### config.mk
export PLATFORM = sky130hd
export DESIGN_NAME = qrs_div
export DESIGN_NICKNAME = d
export VERILOG_FILES = /design/src/qrs_pkg.sv /design/src/qrs_div.sv
export SDC_FILE = /design/constraint.sdc
export NUM_CORES = 2
export LEC_CHECK = 0
export BUFFER_PORTS_ARGS = -buffer_cell sky130_fd_sc_hd__buf_4
export CAP_MARGIN = 10
export CORE_MARGIN = 1
export CORE_UTILIZATION = 31
export CTS_CLUSTER_SIZE = 30
export DETAILED_ROUTE_END_ITERATION = 6
export PLACE_DENSITY = 0.44
export REMOVE_ABC_BUFFERS = 1
export SYNTH_ARGS = -nofsm -noshare
export SYNTH_HDL_FRONTEND = slang
export SYNTH_SLANG_ARGS = --single-unit
### constraint.sdc
create_clock -name clk -period 3.2 [get_ports clk]
set_input_delay 0.8 -clock clk [delete_from_list [all_inputs] [get_ports clk]]
set_output_delay 0.8 -clock clk [all_outputs]
set_load 0.02 [all_outputs]
### src/qrs_pkg.sv
package qrs_pkg;

	// Root classes reported on root_class
	typedef enum logic [1:0] {
		CLS_TWO   = 2'd0,
		CLS_ONE   = 2'd1,
		CLS_NONE  = 2'd2,
		CLS_AZERO = 2'd3
	} root_class_t;

	// Fraction bits added to the root (Q16.16 result from Q8.8 inputs)
	localparam int FRAC_SHIFT = 16;

endpackage

### src/qrs_div.sv
// Pipelined unsigned restoring divider, one quotient bit per stage.
module qrs_div import qrs_pkg::*; #(
	parameter int NW    = 34,
	parameter int DVW   = 17,
	parameter int TAG_W = 4
) (
	input  logic             clk,
	input  logic             arst_n,
	input  logic             en,
	input  logic             vld_in,
	input  logic [NW-1:0]    num_in,
	input  logic [DVW-1:0]   den_in,
	input  logic [TAG_W-1:0] tag_in,
	output logic             vld_out,
	output logic [NW-1:0]    quo_out,
	output logic [TAG_W-1:0] tag_out
);

	logic             vld_s [NW];
	logic [DVW-1:0]   rem_s [NW];
	logic [NW-1:0]    quo_s [NW];
	logic [NW-1:0]    num_s [NW];
	logic [DVW-1:0]   den_s [NW];
	logic [TAG_W-1:0] tag_s [NW];

	for (genvar gi = 0; gi < NW; gi++) begin : g_stg
		logic             vld_i;
		logic [DVW-1:0]   rem_i;
		logic [NW-1:0]    quo_i;
		logic [NW-1:0]    num_i;
		logic [DVW-1:0]   den_i;
		logic [TAG_W-1:0] tag_i;
		logic [DVW:0]     rem_sh;
		logic [DVW:0]     diff;
		logic             take;

		if (gi == 0) begin : g_first
			assign vld_i = vld_in;
			assign rem_i = '0;
			assign quo_i = '0;
			assign num_i = num_in;
			assign den_i = den_in;
			assign tag_i = tag_in;
		end else begin : g_next
			assign vld_i = vld_s[gi-1];
			assign rem_i = rem_s[gi-1];
			assign quo_i = quo_s[gi-1];
			assign num_i = num_s[gi-1];
			assign den_i = den_s[gi-1];
			assign tag_i = tag_s[gi-1];
		end

		// bring down the next numerator bit and try the subtract
		always_comb begin
			rem_sh = {rem_i, num_i[NW-1]};
			diff   = rem_sh - {1'b0, den_i};
			take   = (rem_sh >= {1'b0, den_i});
		end

		always_ff @(posedge clk or negedge arst_n) begin
			if (!arst_n) begin
				vld_s[gi] <= 1'b0;
			end else if (en) begin
				vld_s[gi] <= vld_i;
			end
		end

		always_ff @(posedge clk) begin
			if (en) begin
				rem_s[gi] <= take ? diff[DVW-1:0] : rem_sh[DVW-1:0];
				quo_s[gi] <= {quo_i[NW-2:0], take};
				num_s[gi] <= {num_i[NW-2:0], 1'b0};
				den_s[gi] <= den_i;
				tag_s[gi] <= tag_i;
			end
		end
	end

	assign vld_out = vld_s[NW-1];
	assign quo_out = quo_s[NW-1];
	assign tag_out = tag_s[NW-1];

endmodule

Yosys cells after proc, flatten, opt, wreduce, memory -nomap -nowiden
Memories as Yosys holds them, arrays and structs flattened. Cells that the tools add are included.

Add/subtract/negate cells: 34. Multiplexer cells: 36. $lt $le $gt $ge: 34.

Operators with widths (number): 18-bit by 17-bit >= comparator with 1-bit output (33); 17-bit two-way mux (34); 17-bit subtractor (33); 1-bit by 17-bit >= comparator with 1-bit output (1); 1-bit by 17-bit subtractor with 17-bit output (1); 1-bit two-way mux (2).

Logic and storage cells: 143. Output and inout port bits: 39. Input bits: 59. Memories kept: 5. Memory bits (writable): 3570. Bits in registers: 34.

Memory list: quo_s (words 34, width 34, rd ports 34, clocked after Yosys merged registers in 0, write ports 34, RTL line qrs_div.sv:21) `logic [NW-1:0] quo_s [NW];`; num_s (words 34, width 33, rd ports 33, clocked after Yosys merged registers in 0, write ports 34, RTL line qrs_div.sv:22) `logic [NW-1:0] num_s [NW];`; den_s (words 34, width 17, rd ports 33, clocked after Yosys merged registers in 0, write ports 34, RTL line qrs_div.sv:23) `logic [DVW-1:0] den_s [NW];`; rem_s (words 34, width 17, rd ports 33, clocked after Yosys merged registers in 0, write ports 34, RTL line qrs_div.sv:20) `logic [DVW-1:0] rem_s [NW];`; tag_s (words 34, width 4, rd ports 34, clocked after Yosys merged registers in 0, write ports 34, RTL line qrs_div.sv:24) `logic [TAG_W-1:0] tag_s [NW];`.

Longest topological paths before layout
An unclocked memory read counts as a cell.

Depth after elaboration: 3. Mapped depth: 13. Gate-level depth less buffers: 12.

Worst setup path after synthesis
No wires, ideal clock.

Path kind: flip-flop to flip-flop. Start point: memory num_s[0][32] in the netlist's numbering. End point: memory rem_s[1][10] (data pin). Path slack: 1 ps. Buffers on the path: 1. Data arrival time: 2939 ps. Library setup time: 260 ps. Required time: 2940 ps. Clock period less this slack: 3199 ps. Stages on the path, launching flop included: 13. Path through: edfxtp_1 inv_1 ha_1 inv_1 fa_1 a211oi_2 o21ai_1 a221o_1 a21oi_4 a21oi_2 nor4_4 buf_6 mux2_2.

RTL lines (RTL line): start, declared (qrs_div.sv:22); end, declared (qrs_div.sv:20).

==> results.md <==
- Post-synthesis mux area share: 0.0365
- WL/cell: approximately 17 um
- Fillers: 32900
- Area Growth Syn to Fin: 18.5%
- Ys flop type: edfxtp_1
- Fraction of layout cells with a size suffix above 1: 0.156
- Switching pwr: 38.9 mW
- Total Power: between 100 and 150 mW
- Final setup TNS: -272 ps
- GRT Residual Overflow: 0
- Rows: ~220
- Pleak: roughly 50 nW
- Initial drt markers: 3581
- Share of synthesized registers carrying an async set or reset: 0.0139
- Final Util: 0.370
- Die extent in y: 593 um
- Final Max Slew Viols: 0
- Placer Congestion: 0.857
- Max cap viols: 0
- Int Pwr: 82.8 mW
- Final period util: 1.01
- Initial Utilization: 0.312
- Fmax: 309 MHz
- Post-synthesis compound-gate area fraction: 0.0955
- DRT antenna net count: 0
- Multi-input gate area: 32500 um2
- Number of distinct library cells after synthesis: 90
- I/O Buffers: 97
- Failing checks: negative setup slack
- Clock Power Share: 0.267
- First drt pass iteration count: 5
- Die width: 593 um
- Post-synthesis sequential area ratio: 0.676
- Clock root buffer: clkbuf_16
- Final Hold Fails: 0
- Synth Cell Area: roughly 110000 um2
- Flop pwr share: 0.386
- Most frequent cells in the layout: 2414 x edfxtp_1, 726 x inv_1, 557 x ha_1
- Worst Setup End Kind: flop
- Worst Path Required: about 3800 ps
- Number of synthesized flops with an enable pin: 2414
- Crit Path Max Fanout: 8
- Clock Tree Buf Depth: 4
- Worst rel slew slack: 0.367
- Sw Share: 0.320
- Clk_lat worst skew: 910 ps
- Tmin final: 3230 ps
- Clock Skew: 36.1 ps
- TritonCTS buffer count: 293
- Syn_area_per_cell: 14.3 um2
- Peak supply drop: 0.000409 V
- Global-route wire length before repair: 348000 um
- Via Count: just over 60000
- Sink Count: 2448
- Initial antenna violation count: 7
- Adder-Cell Fraction of Synth Area: 0.0709
- Via/cell ratio: 4.67
- Largest family of logic cells by synthesized area: compound AO/OA/AOI/OAI gates
- RSZ-0062 raised after global routing: yes
- Post-synthesis register bit count: 2448
- GRT Total Usage: 0.124
- Path type of the worst min-delay path: input port to flop
- Comb pwr share: 0.347
- Pre-CTS setup slack: -127 ps
- Nets@finish: 8905
- R2R cell count: 14
- TritonCTS clock tree: done
- Vias in the first global route: 61500
- Largest net degree at the start of global routing: 103
- CP Launch Type: flop
- Die area: 352000 um2
- Critical path type: flop to flop
- Final Setup Violations: 11
- Routed WL: 223000 um
- Most common cell after layout, fill and taps aside: edfxtp_1
- H-tree depth: 5
- Ys Warns: 0
- Pwr dens: 947 nW/um2
- Xor/xnor share of the synthesized area: 0.0304
- I/O Pins: 98
- Reg clk slew, reported paths: ~50 ps
- CP arrival: 3870 ps
- Synth Instances: 7584
- Total core area: between 300000 and 400000 um2
- Post-DP HPWL: 155000 um
- Simple-gate share of the synthesized area: 0.0604
- Outcome: finished with violations
- Sequential cell area: 73300 um2
- Worst slew pin tran: approximately 940 ps
- DR DRC count: 0
- Setup ws final: -33.7 ps
- Min-Delay Path Depth: 1
## power by group through the flow
stage	registers [mW]	logic [mW]	clock network (mW)
after floorplan	45.6	29.3	0
after global placement	47.8	39.6	0
after detailed placement	47.7	40.0	0
after CTS	47.1	40.8	34.0
after global routing	47.6	47.1	35.2
final	46.9	42.2	32.5
## cell families (layout without fill, tap and decap cells)
| kind of cell | Yosys count | after routing |
|---|---|---|
| AND/OR/NAND/NOR | 1356 | 1356 |
| multiplexers | 355 | 355 |
| adder cells (fa/ha/maj) | 595 | 595 |
| flip-flops | 2448 | 2448 |
| buffers and inverters | 842 | 1731 |
| XOR/XNOR | 376 | 376 |
| other | 0 | 1 |
| AO/OA/AOI/OAI | 1612 | 1612 |
## per-layer routing
| metal | vias to the layer above | share of wire | track usage |
|---|---|---|---|
| met2 | 1013 | 0.46 | 0.203 |
| met1 | 29700 | 0.47 | 0.168 |
| met5 | - | 0 | 0 |
| met3 | 391 | 0.040 | 0.0221 |
| li1 | 29900 | - | - |
| met4 | 0 | 0.026 | 0.0364 |
## sequential cells by signal, summed over array words and instances, names as in the netlist
| name | cells |
|---|---|
| rem_s | 561 |
| den_s | 561 |
| num_s | 561 |
| tag_s | 136 |
| g_stg.vld_i | 33 |
| vld_out | 1 |
| quo_s | 595 |
## repair_timing
item	4_1_cts	5_1_grt
gates cloned	3	7
hold buffers	47	0
pin swaps	4	38
endpoints found under the setup margin	90	329
gates resized for setup	15	177
buffers inserted	16	32
hold endpoints to repair	80	0
## synthesized netlist by cell type, drive strengths merged, types with 125 or more instances
cell / instances / share of area
ha: 563 / 0.065
a21oi: 434 / 0.020
nor3: 125 / 0.0058
xor2: 150 / 0.012
o21ai: 432 / 0.020
xnor2: 226 / 0.018
mux2: 321 / 0.033
edfxtp: 2414 / 0.67
a21o: 166 / 0.011
inv: 737 / 0.026
nor2: 384 / 0.013
nand2: 350 / 0.012
## area by class of cell
| type | instances | area share |
|---|---|---|
| clock inverters | 159 | 0.0133 |
| flip-flops and latches | 2448 | 0.571 |
| repair buffers | 476 | 0.0366 |
| inverters | 738 | 0.0216 |
| clock buffers | 358 | 0.0598 |
| multi-input cells | 4294 | 0.253 |
| diodes | 1 | 0.0000195 |
| well taps | 4578 | 0.0446 |
## through the flow
step,hold slack (ps),area (um2),std cells
after floorplan,400,108000,7480
after global placement,401,117000,12400
after detailed placement,405,117000,12400
after CTS,1.21,127000,13000
after global routing,37.4,128000,13100
final,111,128000,13100
## path summary, 6_finish.rpt
kind,from,endpoint,slack [ps]
worst max-delay path,num_s[18][32]$_DFFE_PP_,rem_s[19][13]$_DFFE_PP_,-30
worst min-delay path,den_in[13],den_s[0][13]$_DFFE_PP_,110
worst max register to register,num_s[18][32]$_DFFE_PP_,rem_s[19][13]$_DFFE_PP_,-30
worst min register to register,num_s[17][19]$_DFFE_PP_,num_s[18][20]$_DFFE_PP_,390
max in group asynchronous,arst_n,g_stg[25].vld_i$_DFFE_PN0P_,2490
min in group asynchronous,arst_n,g_stg[8].vld_i$_DFFE_PN0P_,400
## critical path, stage by stage (launching register included)
cell and delay (ps):
edfxtp_1 370, inv_2 90, ha_4 130, inv_2 30
fa_2 360, a211oi_2 260, nor2_2 90, o31ai_4 260
buf_4 150, and2b_2 170, o31ai_4 80, a2111oi_4 330
buf_4 200, clkbuf_16 170, mux2_4 300
Power figures use the tool's default switching activity.
