**src/qrs_pkg.sv**
```systemverilog
package qrs_pkg;

	// Root classes reported on root_class
	typedef enum logic [1:0] {
		CLS_TWO   = 2'd0,
		CLS_ONE   = 2'd1,
		CLS_NONE  = 2'd2,
		CLS_AZERO = 2'd3
	} root_class_t;

	// Fraction bits added to the root (Q16.16 result from Q8.8 inputs)
	localparam int FRAC_SHIFT = 16;

endpackage

```
**src/qrs_sqrt.sv**
```systemverilog
// Pipelined restoring square root, one root bit per stage.
// root = floor(sqrt(d * 2^32)); a tag rides along with each transaction.
module qrs_sqrt import qrs_pkg::*; #(
	parameter int NR    = 33,
	parameter int TAG_W = 34
) (
	input  logic                  clk,
	input  logic                  arst_n,
	input  logic                  en,
	input  logic                  vld_in,
	input  logic [2*NR-33:0]      d_in,
	input  logic [TAG_W-1:0]      tag_in,
	output logic                  vld_out,
	output logic [NR-1:0]         root_out,
	output logic [TAG_W-1:0]      tag_out
);

	localparam int DP  = 2*NR - 32;
	localparam int RMW = NR + 2;

	logic             vld_s  [NR];
	logic [RMW-1:0]   rem_s  [NR];
	logic [NR-1:0]    root_s [NR];
	logic [DP-1:0]    d_s    [NR];
	logic [TAG_W-1:0] tag_s  [NR];

	for (genvar gi = 0; gi < NR; gi++) begin : g_stg
		localparam int P = NR - 1 - gi;
		logic             vld_i;
		logic [RMW-1:0]   rem_i;
		logic [NR-1:0]    root_i;
		logic [DP-1:0]    d_i;
		logic [TAG_W-1:0] tag_i;
		logic [1:0]       pair;
		logic [RMW+1:0]   rem_sh;
		logic [RMW+1:0]   trial;
		logic [RMW+1:0]   diff;
		logic             take;

		if (gi == 0) begin : g_first
			assign vld_i  = vld_in;
			assign rem_i  = '0;
			assign root_i = '0;
			assign d_i    = d_in;
			assign tag_i  = tag_in;
		end else begin : g_next
			assign vld_i  = vld_s[gi-1];
			assign rem_i  = rem_s[gi-1];
			assign root_i = root_s[gi-1];
			assign d_i    = d_s[gi-1];
			assign tag_i  = tag_s[gi-1];
		end

		// low 16 digit pairs come from the 2^32 scale and are zero
		if (P >= 16) begin : g_data
			assign pair = d_i[2*(P-16)+1 -: 2];
		end else begin : g_zero
			assign pair = 2'b00;
		end

		always_comb begin
			rem_sh = {rem_i, pair};
			trial  = {2'b00, root_i, 2'b01};
			diff   = rem_sh - trial;
			take   = (rem_sh >= trial);
		end

		always_ff @(posedge clk or negedge arst_n) begin
			if (!arst_n) begin
				vld_s[gi] <= 1'b0;
			end else if (en) begin
				vld_s[gi] <= vld_i;
			end
		end

		always_ff @(posedge clk) begin
			if (en) begin
				rem_s[gi]  <= take ? diff[RMW-1:0] : rem_sh[RMW-1:0];
				root_s[gi] <= {root_i[NR-2:0], take};
				d_s[gi]    <= d_i;
				tag_s[gi]  <= tag_i;
			end
		end
	end

	assign vld_out  = vld_s[NR-1];
	assign root_out = root_s[NR-1];
	assign tag_out  = tag_s[NR-1];

endmodule

```
**config.mk**
```make
export PLATFORM = sky130hd
export DESIGN_NAME = qrs_sqrt
export DESIGN_NICKNAME = d
export VERILOG_FILES = /design/src/qrs_pkg.sv /design/src/qrs_sqrt.sv
export SDC_FILE = /design/constraint.sdc
export NUM_CORES = 2
export LEC_CHECK = 0
export BUFFER_PORTS_ARGS = -buffer_cell sky130_fd_sc_hd__buf_4
export CAP_MARGIN = 20
export CORE_UTILIZATION = 40
export CTS_CLUSTER_SIZE = 28
export DETAILED_ROUTE_END_ITERATION = 10
export GPL_TIMING_DRIVEN = 0
export SYNTH_ARGS = -nofsm -noshare
export SYNTH_HDL_FRONTEND = slang
export SYNTH_MEMORY_MAX_BITS = 65536
export SYNTH_SLANG_ARGS = --single-unit
```
**constraint.sdc**
```tcl
create_clock -name clk -period 9.2 [get_ports clk]
set_input_delay 0.92 -clock clk [delete_from_list [all_inputs] [get_ports clk]]
set_output_delay 0.92 -clock clk [all_outputs]
set_load 0.05 [all_outputs]
```
Word-level counts from Yosys, hierarchy flattened
Memory sizes are Yosys's and may differ from the RTL's. Cells that the tools add are included.

Input bits: 72. Output and inout port bits: 68. Logic and storage cells: 138. Memory bits (writable): 4488. Register bits: 33. Memories: 4.

Add/sub/neg operators: 33. Magnitude comparators: 33. Muxes and demuxes: 35.

Memory list: rem_s (depth 33, width 35, read ports 32, clocked after memory_dff 0, wr ports 33, line qrs_sqrt.sv:22) `logic [RMW-1:0] rem_s [NR];`; d_s (depth 33, width 34, read ports 32, clocked after memory_dff 0, wr ports 33, line qrs_sqrt.sv:24) `logic [DP-1:0] d_s [NR];`; tag_s (depth 33, width 34, read ports 33, clocked after memory_dff 0, wr ports 33, line qrs_sqrt.sv:25) `logic [TAG_W-1:0] tag_s [NR];`; root_s (depth 33, width 33, read ports 33, clocked after memory_dff 0, wr ports 33, line qrs_sqrt.sv:23) `logic [NR-1:0] root_s [NR];`.

Operator list (count): 37-bit by 35-bit greater-or-equal comparator with 1-bit output (32); 35-bit 2-to-1 mux (33); 35-bit subtractor (32); 2-bit by 1-bit subtractor with 3-bit output (second input constant) (1); 2-bit by 1-bit greater-or-equal comparator with 1-bit output (second input constant) (1); 1-bit 2-to-1 mux (2).

Longest topological paths before layout
An unclocked memory read counts as a cell.

Depth after elaboration: 3. Depth in mapped cells: 15. Mapped depth without buffers: 13.

Worst setup path before layout
No wires, ideal clock.

Path type: register to register. Start: memory rem_s[0][183] (netlist name). End: memory rem_s[0][244] (netlist name) (data pin). Arrival: 3718 ps. Data required time: 8929 ps. Setup time: 271 ps. Path buffers: 2. Slack: 5211 ps. Stages on the path, launching flop included: 12. Clock period less this slack: 3989 ps. Path through: edfxtp_1 > or4_4 > or4_4 > or4_1 > o31ai_2 > nor3_2 > or3_1 > buf_2 > or3_1 > buf_2 > nor4_1 > xor2_1.

RTL lines (line): start: declaration (qrs_sqrt.sv:22).

==> metrics <==
met3 usage=under 10%; CTS Sinks=between 3000 and 4000; CTS tree=yes; Die Area=~340000 sq um; Hold Crit Class=in2reg; CTS clk-pin slew, worst paths=~0.06 ns; Vias/cell=between 5 and 6; Max FO, Critical Path=10; CP Data Required Time=9.90 ns; first-pass GRT wire length=427000 um; TritonRoute pass-1 iters=8; PostCTS Resize Cnt=0; Rows=between 200 and 250; vias in the first global route=roughly 78000; CTS Buf Count=~340; CTS Buffer Depth=4; DP HPWL=191000 um; aggregate global-route resource usage=between 10% and 20%; post-route ant nets=0; maximum vdd ir drop=approximately 150 uV; initial drt markers=around 5500; LEAKAGE=approximately 56 nW; relative slew slack=around a fifth; final setup fails=0; unrepaired setup endpoints after global routing=false; Worst-Margin Slew=~1.2 ns; IO buf count=139; Post-layout nets=~11000; Post-Syn Nets=10400; Die H=between 500 and 600 um; asr flop ratio synth=between 1 and 1.5%; final WL=approximately 270000 um; #FFs+latches synth=just over 3000; result of the run=complete, no violations; clk root buf=clkbuf_16; initial antenna violation count=5; Top FF cell, synth=edfxtp_1; DRC violations left=0; Total Power=approximately 0.038 W; die width=~580 um; commonest non-fill, non-tap cell in the layout=edfxtp_1; clock skew=0.0380 ns; Post-Syn Instances=between 9000 and 10000; syn_area_per_cell=between 10 and 15 sq um; core area=between 300000 and 400000 sq um; Fmax=roughly 190 MHz; M1 GR Usage=about a fifth; kind of critical path=reg2reg; GRT met2 Usage=26.3%; worst skew pair latency=between 0.9 and 1 ns; starting density of the core=between 40 and 50%; Max-Cap Viols=0; Max H-tree Level=5; Post-synth EDFFs=around 3000; Synth Cell Area=about 130000 sq um; Critical Path Start Type=flip-flop; sequential area share after synthesis=between 60% and 70%; Crit. End Element=flip-flop; area delta synth->final=13.4%; gp weighted congestion=0.915; PD cells=between 200 and 300 nW/um^2; Tcrit/Tclk final=57.3%; largest net degree at the start of global routing=roughly 200; Critical Path AT=just under 6 ns; Finished Layout Cells=14900; placed cell count=roughly 14000; Max Transition Viols Final=0; Yosys warnings=0; minimum clock period=5.27 ns; GR peak layer=met2; Fin Setup TNS=0 ns; I/O pin cnt=between 100 and 150; Layout fillers=29300; DR vias=between 70000 and 80000; most frequent cells in the layout=3007 x edfxtp_1, 713 x inv_1, 618 x nand2_1, 597 x nor2_1, 565 x ha_1; GRT overflow=0; Synth cell types=between 80 and 90; Final Hold Vio Count=0; share of cells above drive strength 1=between 8 and 9%; wire per inst=about 18 um
==> through the flow <==
step | hold slack, ns | cell area, sq um | setup slack, ns | util [%]
6_report | 0.147 | 152000 | 3.93 | 45.6
5_1_grt | 0.0764 | 152000 | 3.72 | 45.6
4_1_cts | 0.0509 | 152000 | 3.83 | 45.5
3_5_place_dp | 0.405 | 141000 | 3.55 | 42.3
3_3_place_gp | 0.400 | 140000 | -20.37 | 42.1
2_1_floorplan | 0.400 | 134000 | 5.21 | -
==> synth_stat cells, types with 14 or more instances <==
cell       instances  area share, %
edfxtp_1        3007             67
nand4_1           71           0.33
o21ai_0          509            1.9
nor2b_1           82           0.38
fa_1              15           0.22
a21oi_1          555            2.1
o41ai_1           17           0.11
nor4b_1           16           0.10
nand3_1          126           0.47
and3_1            43           0.20
ha_1             565            5.3
mux2_2           113           0.95
a211o_1           22           0.14
o21a_1           117           0.66
nor3b_1           17          0.095
dfrtp_1           33           0.62
nor4_1           125           0.58
a2111oi_0         21           0.14
or3_1            100           0.47
xnor2_1          398            2.6
clkbuf_1         169           0.47
o31a_1            16           0.10
xor2_1           449            2.9
a21boi_0          22           0.12
nor3_1           228           0.85
a21o_1           205            1.1
nand2_1          618            1.7
a31o_2            14          0.092
a211oi_1          68           0.38
inv_1            713            2.0
o31ai_1           75           0.42
and2_1            35           0.16
a31oi_1           60           0.28
or2_2             59           0.28
nand2b_1         103           0.48
nor2_1           597            1.7
nand3b_1          22           0.12
or4_1             73           0.41
o21bai_1          52           0.29
o211ai_1          38           0.21
==> critical path, stage by stage (launching register included) <==
cell and delay (ns):
edfxtp_1 0.44, ha_1 0.34, a211oi_1 0.41, o211ai_1 0.26, a311oi_1 0.38, o21ai_0 0.25
a31oi_1 0.37, o21ai_0 0.35, a311oi_1 0.80, clkbuf_1 0.64, clkbuf_1 0.57, nand2_1 0.12
o41ai_1 0.09
==> power breakdown <==
group,internal (W),total (W),switching [W]
logic,0.00275,0.00666,0.00391
clock network,0.00770,0.0132,0.00549
registers,0.0173,0.0183,0.000984
total,0.0277,0.0381,0.0104
==> final timing paths <==
kind,from,end,slack [ns],cells past startpoint
worst max register to register,rem_s[0][1016],rem_s[0][1080],3.93,12
worst min-delay path,d_in[20],d_s[0][20],0.15,1
min in group asynchronous,arst_n,g_stg[14].vld_i,0.49,2
max in group asynchronous,arst_n,g_stg[16].vld_i,8.42,2
worst min register to register,d_s[0][156],d_s[0][190],0.39,0
worst max-delay path,rem_s[0][1016],rem_s[0][1080],3.93,12
==> cell type report <==
class	instances	area, sq um	share of cell area (%)
inverter	715	2680	1.77
antenna	4	10.0	0.00659
buffer	178	672	0.442
timing repair buffer	166	1600	1.05
clock buffer	408	8810	5.80
tap	4387	5490	3.61
multi-input combinational	5799	39500	26.0
sequential	3040	91100	60.0
clock inverter	206	2030	1.34
==> layer usage <==
metal | part of all wire, % | routed length, um
met1 | 44 | 119000
met2 | 47 | 128000
met3 | 5.0 | 13400
met4 | 3.4 | 9090
met5 | 0 | 0
==> state kept, by name, summed over array words and instances (netlist names) <==
| signal | count |
|---|---|
| g_stg.vld_i | 32 |
| tag_s | 1122 |
| root_s | 546 |
| d_s | 272 |
| rem_s | 1067 |
| vld_out | 1 |
==> cell families (layout without fill, tap and decap cells) <==
| logic type | after synthesis | after routing | share of synthesized area [%] |
|---|---|---|---|
| flops | 3040 | 3040 | 68.0 |
| simple gates | 2347 | 2347 | 8.57 |
| compound gates | 1904 | 1904 | 8.85 |
| buf+inv | 893 | 1673 | 2.51 |
| xor+xnor | 847 | 847 | 5.54 |
| fa+ha+maj | 580 | 580 | 5.50 |
| mux | 120 | 120 | 1.00 |
| other cells | 1 | 5 | 0.00280 |
==> repair_timing <==
| item | 4_1_cts | 5_1_grt |
|---|---|---|
| hold buffers | 1 | 0 |
| hold endpoints to repair | 33 | 0 |
| setup buffers | 0 | 0 |
(Power assumes the default switching activity.)
